[src/design/winograd_f4x3_tile_transform_assert.svh]
// ---------------------------------------------------------------------------
// Winograd tile transform assertion macros
// Shared concurrent assertion forms. Each use expects clk and arst_n in scope.
// ---------------------------------------------------------------------------
`ifndef WINOGRAD_F4X3_TILE_TRANSFORM_ASSERT_SVH
`define WINOGRAD_F4X3_TILE_TRANSFORM_ASSERT_SVH

// The property must hold at every rising edge outside reset.
`define WFT_ASSERT(lbl, prop, msg) \
	lbl: assert property (@(posedge clk) disable iff (!arst_n) prop) else $error(msg);

// The expression must never be true outside reset.
`define WFT_NEVER(lbl, expr, msg) \
	lbl: assert property (@(posedge clk) disable iff (!arst_n) !(expr)) else $error(msg);

`endif

[src/design/wft_pkg.sv]
// ---------------------------------------------------------------------------
// Winograd tile transform package
// Widths, fixed-point constants, controller/datapath interface types and the
// small-constant matrix row function of the F(4x4,3x3) output transform.
// ---------------------------------------------------------------------------
package wft_pkg;

	// Plane coordinates and configuration registers.
	localparam int DIM_BITS = 12;
	localparam int REG_W    = DIM_BITS + 1;
	localparam int TILE_W   = DIM_BITS - 2;
	localparam int CFG_IDX_W = 1;

	// Register indexes of the configuration port.
	localparam logic [CFG_IDX_W-1:0] CFG_OUT_HEIGHT = 1'd0;
	localparam logic [CFG_IDX_W-1:0] CFG_OUT_WIDTH  = 1'd1;
	localparam logic [REG_W-1:0]     REG_RESET      = REG_W'(4096);

	// Tile geometry.
	localparam int ROWS     = 4;
	localparam int COLS     = 4;
	localparam int ORES     = 6;
	localparam int ROW_W    = 2;
	localparam int OROW_W   = 3;
	localparam logic [ROW_W-1:0]  LAST_IN_ROW  = 2'd3;
	localparam logic [OROW_W-1:0] LAST_OUT_ROW = 3'd5;

	// Datapath widths: samples, first-pass sums, second-pass sums.
	localparam int SAMPLE_W = 16;
	localparam int T_W      = 21;
	localparam int P_W      = 26;
	localparam int ACC_W    = 28;
	localparam int RES_W    = 24;

	// Scaling r = floor((4P + 4) / 9). A bias that is a multiple of nine keeps
	// the dividend positive; the division is a multiply by a reciprocal.
	localparam int U_W         = 28;
	localparam int DIVISOR     = 9;
	localparam int BIAS_EXP    = 24;
	localparam int RND_OFS     = 4;
	localparam int RECIP_SHIFT = 32;
	localparam int RECIP_W     = 29;
	localparam int PROD_W      = U_W + RECIP_W;
	localparam int Q_W         = PROD_W - RECIP_SHIFT;
	localparam logic [U_W-1:0]     DIV_BIAS = U_W'(DIVISOR * (2 ** BIAS_EXP));
	localparam logic [RECIP_W-1:0] RECIP    =
		RECIP_W'(((64'd1 << RECIP_SHIFT) / DIVISOR) + 64'd1);
	localparam int RES_MAX = 8388607;
	localparam int RES_MIN = -8388608;

	// Commands from the controller to the datapath.
	typedef struct packed {
		logic              wr_en;
		logic [ROW_W-1:0]  wr_row;
		logic              issue;
		logic [OROW_W-1:0] issue_row;
	} wft_cmd_t;

	// Status from the datapath to the controller.
	typedef struct packed {
		logic adv;
	} wft_stat_t;

	// One row of the integer matrix M (A = M / 24) applied to four values.
	function automatic logic signed [ACC_W-1:0] wft_lin(
		input logic [OROW_W-1:0]      sel,
		input logic signed [ACC_W-1:0] a0,
		input logic signed [ACC_W-1:0] a1,
		input logic signed [ACC_W-1:0] a2,
		input logic signed [ACC_W-1:0] a3
	);
		logic signed [ACC_W-1:0] res;
		case (sel)
			3'd0: res = (a0 <<< 2) + (a0 <<< 1);
			3'd1: res = -((a0 + a1 + a2 + a3) <<< 2);
			3'd2: res = (a1 - a0 + a3 - a2) <<< 2;
			3'd3: res = a0 + (a1 <<< 1) + (a2 <<< 2) + (a3 <<< 3);
			3'd4: res = a0 - (a1 <<< 1) + (a2 <<< 2) - (a3 <<< 3);
			3'd5: res = (a3 <<< 4) + (a3 <<< 3);
			default: res = '0;
		endcase
		return res;
	endfunction

endpackage

[src/design/wft_ctrl.sv]
// ---------------------------------------------------------------------------
// Winograd tile transform controller
// Counts the input rows of a tile and, after the fourth, issues the six
// output rows into the datapath pipeline one per advancing cycle.
// ---------------------------------------------------------------------------
`include "winograd_f4x3_tile_transform_assert.svh"

module wft_ctrl
	import wft_pkg::*;
(
	input  logic      clk,
	input  logic      arst_n,
	input  logic      in_valid,
	output logic      in_stall,
	output wft_cmd_t  cmd,
	input  wft_stat_t stat
);

	typedef enum logic {
		ST_LOAD,
		ST_ISSUE
	} state_t;

	state_t            state_q;
	logic [ROW_W-1:0]  row_cnt_q;
	logic [OROW_W-1:0] iss_q;
	logic              in_acc;

	// Input rows are taken only while loading; the store is busy while issuing.
	assign in_stall = (state_q != ST_LOAD);
	assign in_acc   = in_valid && !in_stall;

	// Commands to the datapath.
	always_comb begin
		cmd.wr_en     = in_acc;
		cmd.wr_row    = row_cnt_q;
		cmd.issue     = (state_q == ST_ISSUE);
		cmd.issue_row = iss_q;
	end

	// State, row counter and issue counter.
	always_ff @(posedge clk or negedge arst_n) begin
		if (!arst_n) begin
			state_q   <= ST_LOAD;
			row_cnt_q <= '0;
			iss_q     <= '0;
		end else begin
			case (state_q)
				ST_LOAD: begin
					if (in_acc) begin
						if (row_cnt_q == LAST_IN_ROW) begin
							state_q   <= ST_ISSUE;
							row_cnt_q <= '0;
							iss_q     <= '0;
						end else begin
							row_cnt_q <= row_cnt_q + 2'd1;
						end
					end
				end
				ST_ISSUE: begin
					if (stat.adv) begin
						if (iss_q == LAST_OUT_ROW) begin
							state_q <= ST_LOAD;
							iss_q   <= '0;
						end else begin
							iss_q <= iss_q + 3'd1;
						end
					end
				end
				default: begin
					state_q <= ST_LOAD;
				end
			endcase
		end
	end

	// The fourth row of a tile starts issue from the first output row.
	`WFT_ASSERT(a_ctrl_start, (in_acc && row_cnt_q == LAST_IN_ROW) |=> (state_q == ST_ISSUE && iss_q == 3'd0), "issue did not start after the fourth row")
	// Issuing the last output row frees the store for a new tile.
	`WFT_ASSERT(a_ctrl_end, (state_q == ST_ISSUE && stat.adv && iss_q == LAST_OUT_ROW) |=> (state_q == ST_LOAD && row_cnt_q == 2'd0), "issue did not end after the sixth row")
	// The row counter does not move while rows are being issued.
	`WFT_NEVER(a_ctrl_cnt, state_q == ST_ISSUE && row_cnt_q != 2'd0, "row counter busy during issue")

endmodule

[config.mk]
export PLATFORM = sky130hd
export DESIGN_NAME = wft_ctrl
export DESIGN_NICKNAME = d
export VERILOG_FILES = /design/src/design/wft_pkg.sv /design/src/design/wft_ctrl.sv
export VERILOG_INCLUDE_DIRS = /design/src /design/src/design
export SDC_FILE = /design/constraint.sdc
export NUM_CORES = 1
export LEC_CHECK = 0
export BUFFER_PORTS_ARGS = -buffer_cell sky130_fd_sc_hd__buf_4
export CORE_AREA = 2 2 39 41
export CTS_BUF_LIST = sky130_fd_sc_hd__clkbuf_16
export DETAILED_ROUTE_END_ITERATION = 8
export DIE_AREA = 0 0 41 43
export PLACE_DENSITY = 0.54
export SLEW_MARGIN = 20
export SYNTH_ARGS = -nofsm -noshare
export SYNTH_HDL_FRONTEND = slang
export SYNTH_SLANG_ARGS = --single-unit
[constraint.sdc]
create_clock -name clk -period 2.11 [get_ports clk]
set_input_delay 0.422 -clock clk [delete_from_list [all_inputs] [get_ports clk]]
set_output_delay 0.422 -clock clk [all_outputs]
set_load 0.02 [all_outputs]
Word-level counts from Yosys, hierarchy flattened
Cells that the tools add are included.

storage, ports and cells
  output and inout port bits = 8
  word-level logic and storage cells = 26
  bits in registers = 6
  input bits = 4

cells by class
  eq/ne operators = 5
  multiplexer cells = 11
  reduce and logical (&&, ||, !) cells = 4
  bitwise gates (word level) = 1
  add/subtract/negate cells = 2

operator list
  operator                                     number
  2-to-1 mux 3 bit                             4
  != test 2 bit, second input constant         3
  one-hot mux 3 bit (2 select lines)           1
  2-to-1 mux 1 bit                             4
  adder 3 x 1 -> 3 bit, second input constant  1
  equality test 3 bit, second input constant   1
  AND reduction 3 bit                          1
  adder 2 x 1 -> 2 bit, second input constant  1
  equality test 2 bit, second input constant   1
  2-to-1 mux 2 bit                             1
  one-hot mux 1 bit (2 select lines)           1
  AND reduction 2 bit                          1
  logical AND 1 bit                            1
  zero test 1 bit                              1
  NOT 1 bit                                    1

Longest topological paths before layout
Gate-level depths: netlist of the first run.

  word-level depth = 4
  depth in mapped cells = 3

Worst setup path before layout of the first run
Ideal clock, no wire load.

  path kind = register -> output
  start = reg state_q, in the netlist in_stall
  end = out cmd[6] (netlist name)
  arrival = 0.901 ns
  setup slack = 0.787 ns
  path buffers = 1
  cell stages (with the launch flop) = 3
  data required time = 1.688 ns
  cells stage by stage = dfrtp_1 -> nor2b_4 -> buf_4

on the way
  longest elaborated chain between the ends = 2

RTL lines
  what                    line            text
  from (decl)             wft_ctrl.sv:24  state_t state_q;
  from (signal assigned)  wft_ctrl.sv:44  state_q <= ST_LOAD;
  from (signal assigned)  wft_ctrl.sv:52  state_q <= ST_ISSUE;
  from (signal assigned)  wft_ctrl.sv:63  state_q <= ST_LOAD;
  zero test 1 bit         wft_ctrl.sv:31  assign in_acc = in_valid && !in_stall;
  logical AND 1 bit       wft_ctrl.sv:31
  to (decl)               wft_ctrl.sv:15  output wft_cmd_t cmd,

No other way between the ends.

==> summary.md, run 1 <==
| Metric | Value |
|---|---|
| Status | finished, final reports clean |
| Final WL | 688 um |
| Worst VDD drop | 0.000563 V |
| Share of cells above drive strength 1 | 52.5% |
| Largest net degree at the start of global routing | 9 |
| Routability congestion estimate | 0.761 |
| Antenna violations before repair | 0 |
| Initial core utilization | 23.6% |
| Post-synth cell types | 17 |
| Clk sinks | 6 |
| P&R area growth vs syn | 52.9% |
| Die Footprint | 1760 um2 |
| H-tree levels | 1 |
| Critical path's slowest cell | dfrtp_1 |
| Cells along the critical path | nor2b_4, buf_4 |
| Clock root buffer | clkbuf_16 |
| Top FF cell, synth | dfrtp_1 |
| Num ports | 12 |
| Register bit total from synthesis | 6 |
| Post-synth EDFFs | 0 |
| Synth top area cells | dfrtp_1, mux2_2, a21boi_4, a22o_1, buf_4 |
| CTS tree | yes |
| Max-cap violation count | 0 |
| Detailed Route Iter0 Violations | 0 |
| Async SR Flop Fraction | 100% |
| CP arrival | 1.12 ns |
| Clk pin slew, worst setup/hold paths | 0.03 ns |
| Crit-path max cell delay | 0.48 ns |
| Worst-Skew Late Latency | 0.23 ns |
| Worst-Margin Slew | 0.313 ns |
| Most frequent cell after synthesis | dfrtp_1 |
| Synth top area share | 46.0% |
| Dominant cell type by area after synthesis | dfrtp_1 |
| Core area | 1380 um2 |
| Fin nets | 47 |
| Max_slew headroom | 79.1% |
| # setup viols final | 0 |
| CP endpoint kind | output pin |
| Hold_ws | 0.539 ns |
| Grt ovf | 0 |
| Max Buffers Root-to-Sink | 2 |
| Peak Freq | 648 MHz |
| Syn avg cell area | 12.1 um2 |
| DR pass1 iterations | 1 |
| Final Util | 36.1% |
| RSZ-0062 raised after global routing | false |
| Total number of vias | 259 |
| Sequential area share after synthesis | 46.0% |
| Sum Neg Setup Slack | 0 ns |
| Post-synthesis cell area | 327 um2 |
| Post-CTS Setup Repair Bufs | 0 |
| Std-Cell Rows | 14 |
| DP HPWL | 518 um |
| Critical Path RT | 1.69 ns |
| Post_cts resized | 0 |
| Worst Hold Class | in -> async |
| Yosys warnings | 0 |
| Die W | 41 um |
| Synth Net Count | 32 |
| Post-DRT Antenna Nets | 0 |
| Worst setup path category | reg -> out |
| # DRC | 0 |
| Pwr dens | 1940 nW/um2 |
| Mapped Cells | 27 |
| Vias per Instance | 4.63 |
| Fin. Hold Viols | 0 |
| Clock skew | 0.00101 ns |
| Port Buffers | 11 |
| Max FO, Critical Path | 8 |
| Fin. max-slew vios | 0 |
| Drt wl/cell | 12.3 um |
| Vias in the first global route | 278 |
| Die Ht | 43 um |
| Crit share post-route | 73.1% |
| Fin crit period | 1.54 ns |
| First-pass GRT wire length | 1.11 mm |
| Total leakage power | 0.246 nW |
| CTS buffer count | 3 |
| ANT cells | 0 |
| Total GRT Usage | 10.9% |
| Critical path launch point type | flip-flop |
==> power breakdown <==
group | total (mW) | switching (mW) | internal (mW)
clock | 0.306 | 0.0630 | 0.243
sequential | 0.264 | 0.0884 | 0.175
combinational | 0.398 | 0.192 | 0.206
total | 0.968 | 0.343 | 0.624
==> registers in the layout (all words and copies together) (netlist names) <==
register   count
row_cnt_q      2
in_stall       1
iss_q          3
==> critical path: cells and delay by family (launching register included) <==
family / cells / cell delay (ns)
and+or+nand+nor: 1 / 0.24
DFF: 1 / 0.48
buffers and inverters: 1 / 0.18
==> worst paths after layout <==
kind,from,endpoint,slack [ns],cells after the start
min in group clk,stat,in_stall,0.54,3
worst max-delay path,in_stall,cmd[6],0.57,2
max in group asynchronous,arst_n,row_cnt_q[0],1.45,2
worst min-delay path,arst_n,in_stall,0.54,2
worst max register to register,in_stall,iss_q[2],0.89,3
worst min register to register,row_cnt_q[1],row_cnt_q[1],0.56,1
==> per-stage QoR <==
stage               setup WS (ns)  std cells  power (mW)  area, um2
detailed placement          0.796         52       0.671        414
global route                0.518         56        1.03        499
global placement            0.818         52       0.652        414
finish                      0.567         56       0.968        499
floorplan                   0.787         27       0.525        327
CTS                         0.558         56       0.984        499
==> cells in the final DEF, fill, tap and decap left out, drive strengths merged, types with 2 or more instances in the layout <==
cell type,synthesis,layout
nand2,3,3
dfrtp,6,6
a22o,2,2
buf,2,11
mux2,2,2
nor2,2,2
clkbuf,0,3
==> timing repair <==
action	CTS	global route
hold buffers	1	0
hold endpoints to repair	6	0
endpoints found under the setup margin	0	0
==> cells by family (layout without fill, tap and decap cells) <==
logic type	after synthesis	count (layout)	synth area share (%)
buffers and inverters	2	15	4.60
adders and majority gates	1	1	3.83
and+or+nand+nor	10	10	19.9
muxes	2	2	6.90
DFF	6	6	46.0
AOI/OAI and AO/OA	6	6	18.8
==> metal layers <==
metal	routed length (um)	global-route usage, %	share of wire (%)
met3	57	7.85	8.3
met2	363	15.0	53
met1	241	8.88	35
met4	25	12.0	3.6
met5	0	0	0
==> area by class of cell <==
class	instances	area, um2
Sequential cell	6	150
Fill cell	146	885
Multi-Input combinational cell	19	161
Tap cell	16	20.0
Timing Repair Buffer	12	92.6
Clock buffer	3	75.1
Power figures use the tool's default switching activity.
==> inputs of run 2 (changes only) <==
==> constraint.sdc (replaced) <==
create_clock -name clk -period 1.6 [get_ports clk]
set_input_delay 0.32 -clock clk [delete_from_list [all_inputs] [get_ports clk]]
set_output_delay 0.32 -clock clk [all_outputs]
set_load 0.02 [all_outputs]
==> run 2 against run 1 <==
Power increased by 32%. Combinational power increased by 34%. Sequential power increased by 31%. Register-to-register slack got worse by 0.50 ns. Via count increased by 0.77%. Core utilization unchanged. First-iteration DRC count unchanged. Critical path depth unchanged. Worst setup slack got worse by 0.40 ns. Largest cell class unchanged.
==> summary.md, run 2 (synthesis results as in run 1) <==
| Metric | Value |
|---|---|
| First-pass GRT wire length | 1.19 mm (was 1.11 mm) |
| H-tree levels | 1 (unchanged) |
| Core area | 1380 um2 (unchanged) |
| Total number of vias | 261 (was 259) |
| Worst Hold Class | in -> async (unchanged) |
| Worst r2r path cells | 3 (unchanged) |
| Final WL | 640 um (was 688 um) |
| Worst setup path startpoint | in_stall (unchanged) |
| Grt ovf | 0 (unchanged) |
| P&R area growth vs syn | 52.9% (unchanged) |
| Final Util | 36.1% (unchanged) |
| ANT cells | 0 (unchanged) |
| Worst R2R End | iss_q[2] (unchanged) |
| CTS tree | yes (unchanged) |
| Die Footprint | 1760 um2 (unchanged) |
| R2R Setup Slk | 0.39 ns (was 0.89 ns) |
| CTS buffer count | 3 (unchanged) |
| Total GRT Usage | 10.5% (was 10.9%) |
| Max_slew headroom | 79.5% (was 79.1%) |
| Most common cell after layout, fill and taps aside | buf_4 (unchanged) |
| Cells along the critical path | nor2b_4, buf_4 (unchanged) |
| Worst-Skew Late Latency | 0.22 ns (was 0.23 ns) |
| Clock root buffer | clkbuf_16 (unchanged) |
| Critical path's slowest cell | dfrtp_1 (unchanged) |
| Std-Cell Rows | 14 (unchanged) |
| Port Buffers | 11 (unchanged) |
| RSZ-0062 raised after global routing | false (unchanged) |
| Fin. Hold Viols | 0 (unchanged) |
| Largest Register | iss_q (unchanged) |
| Crit-path max cell delay | 0.47 ns (was 0.48 ns) |
| CP arrival | 1.11 ns (was 1.12 ns) |
| Status | finished, final reports clean (unchanged) |
| Post-CTS Setup Repair Bufs | 0 (unchanged) |
| Fin nets | 47 (unchanged) |
| Crit share post-route | 89.5% |
| Peak Freq | 699 MHz |
| Initial core utilization | 23.6% (unchanged) |
| Fin. max-slew vios | 0 (unchanged) |
| Vias per Instance | 4.66 (was 4.63) |
| # DRC | 0 (unchanged) |
| CP Depth | 2 (unchanged) |
| Critical Path RT | 1.28 ns (was 1.69 ns) |
| DR pass1 iterations | 1 (unchanged) |
| Clk pin slew, worst setup/hold paths | 0.03 ns (about the same) |
| Antenna violations before repair | 0 (unchanged) |
| Die W | 41 um (unchanged) |
| Clock skew | 0.000637 ns (was 0.00101 ns) |
| Worst setup path end | cmd[6] (unchanged) |
| Num ports | 12 (unchanged) |
| Pwr dens | 2550 nW/um2 (was 1940 nW/um2) |
| Worst-Margin Slew | 0.308 ns (was 0.313 ns) |
| CP endpoint kind | output pin (unchanged) |
| Routability congestion estimate | 0.649 (was 0.761) |
| Worst VDD drop | 0.000591 V (was 0.000563 V) |
| Max FFs per register | 3 (unchanged) |
| Worst path bufs/invs | 1 (unchanged) |
| Max-cap violation count | 0 (unchanged) |
| Max Buffers Root-to-Sink | 2 (unchanged) |
| Most frequent cells in the layout | buf_4, dfrtp_1, clkbuf_16 (unchanged) |
| Max FO, Critical Path | 8 (unchanged) |
| Vias in the first global route | 263 (was 278) |
| Top delay family on crit path | flip-flops (unchanged) |
| Die Ht | 43 um (unchanged) |
| FF-to-FF Start | in_stall (unchanged) |
| # setup viols final | 0 (unchanged) |
| Share of cells above drive strength 1 | 52.5% (unchanged) |
| Fin crit period | 1.43 ns |
| Drt wl/cell | 11.4 um (was 12.3 um) |
| Largest net degree at the start of global routing | 9 (unchanged) |
| Post_cts resized | 0 (unchanged) |
| Detailed Route Iter0 Violations | 0 (unchanged) |
| Clk sinks | 6 (unchanged) |
| Post-DRT Antenna Nets | 0 (unchanged) |
| Sum Neg Setup Slack | 0 ns (unchanged) |
| Critical path launch point type | flip-flop (unchanged) |
| Total leakage power | 0.246 nW (unchanged) |
| Worst setup path category | reg -> out (unchanged) |
==> run 2: cell counts in the layout (fill, tap and decap cells not counted) <==
No cell type changed its count.
==> run 2: worst min-delay path by stage <==
stage                      start            to  slack (ns)  cells past startpoint
after floorplan           arst_n      in_stall        0.02                      0
after global placement    arst_n      in_stall        0.13                      1
after global routing      arst_n      iss_q[2]        0.47                      2
final                     arst_n  row_cnt_q[0]        0.44                      2
after CTS                 arst_n  row_cnt_q[0]        0.45                      2
after detailed placement  arst_n  row_cnt_q[0]        0.13                      1
==> run 2: final cells by class <==
| type | count | area, um2 |
|---|---|---|
| Multi-Input combinational cell | 19 | 161 |
| Fill cell | 143 | 885 |
| Sequential cell | 6 | 150 |
| Clock buffer | 3 | 75.1 |
| Timing Repair Buffer | 12 | 92.6 |
| Tap cell | 16 | 20.0 |
==> run 2: timing repair <==
action,4_1_cts,5_1_grt
endpoints found under the hold margin,6,0
endpoints found under the setup margin,0,0
hold buffers,1,0
==> run 2: layer usage <==
layer  share of wire (%)  track usage [%]
met1                  39             12.1
met2                  51             14.4
met3                 6.7             6.28
met4                 2.7             6.00
met5                   0                0
==> run 2: worst reg2reg max path, delay by kind of cell (launching register included) <==
kind	cells	cell delay [ns]
DFF	1	0.47
and+or+nand+nor	1	0.24
AOI/OAI and AO/OA	2	0.38
==> run 2: per-stage QoR <==
step	cell area (um2)	cells	setup WS (ns)	total power [mW]	hold WS (ns)
after floorplan	327	27	0.379	0.693	0.0244
after global placement	414	52	0.420	0.857	0.132
after detailed placement	414	52	0.378	0.878	0.132
after CTS	499	56	0.153	1.29	0.445
after global routing	499	56	0.0940	1.36	0.474
final	499	56	0.169	1.27	0.441
==> run 2: where the power goes <==
part           leakage [nW]  switching, mW  internal [mW]
clock                0.0370         0.0745          0.320
combinational         0.138          0.257          0.274
sequential           0.0715          0.115          0.231
total                 0.246          0.447          0.826
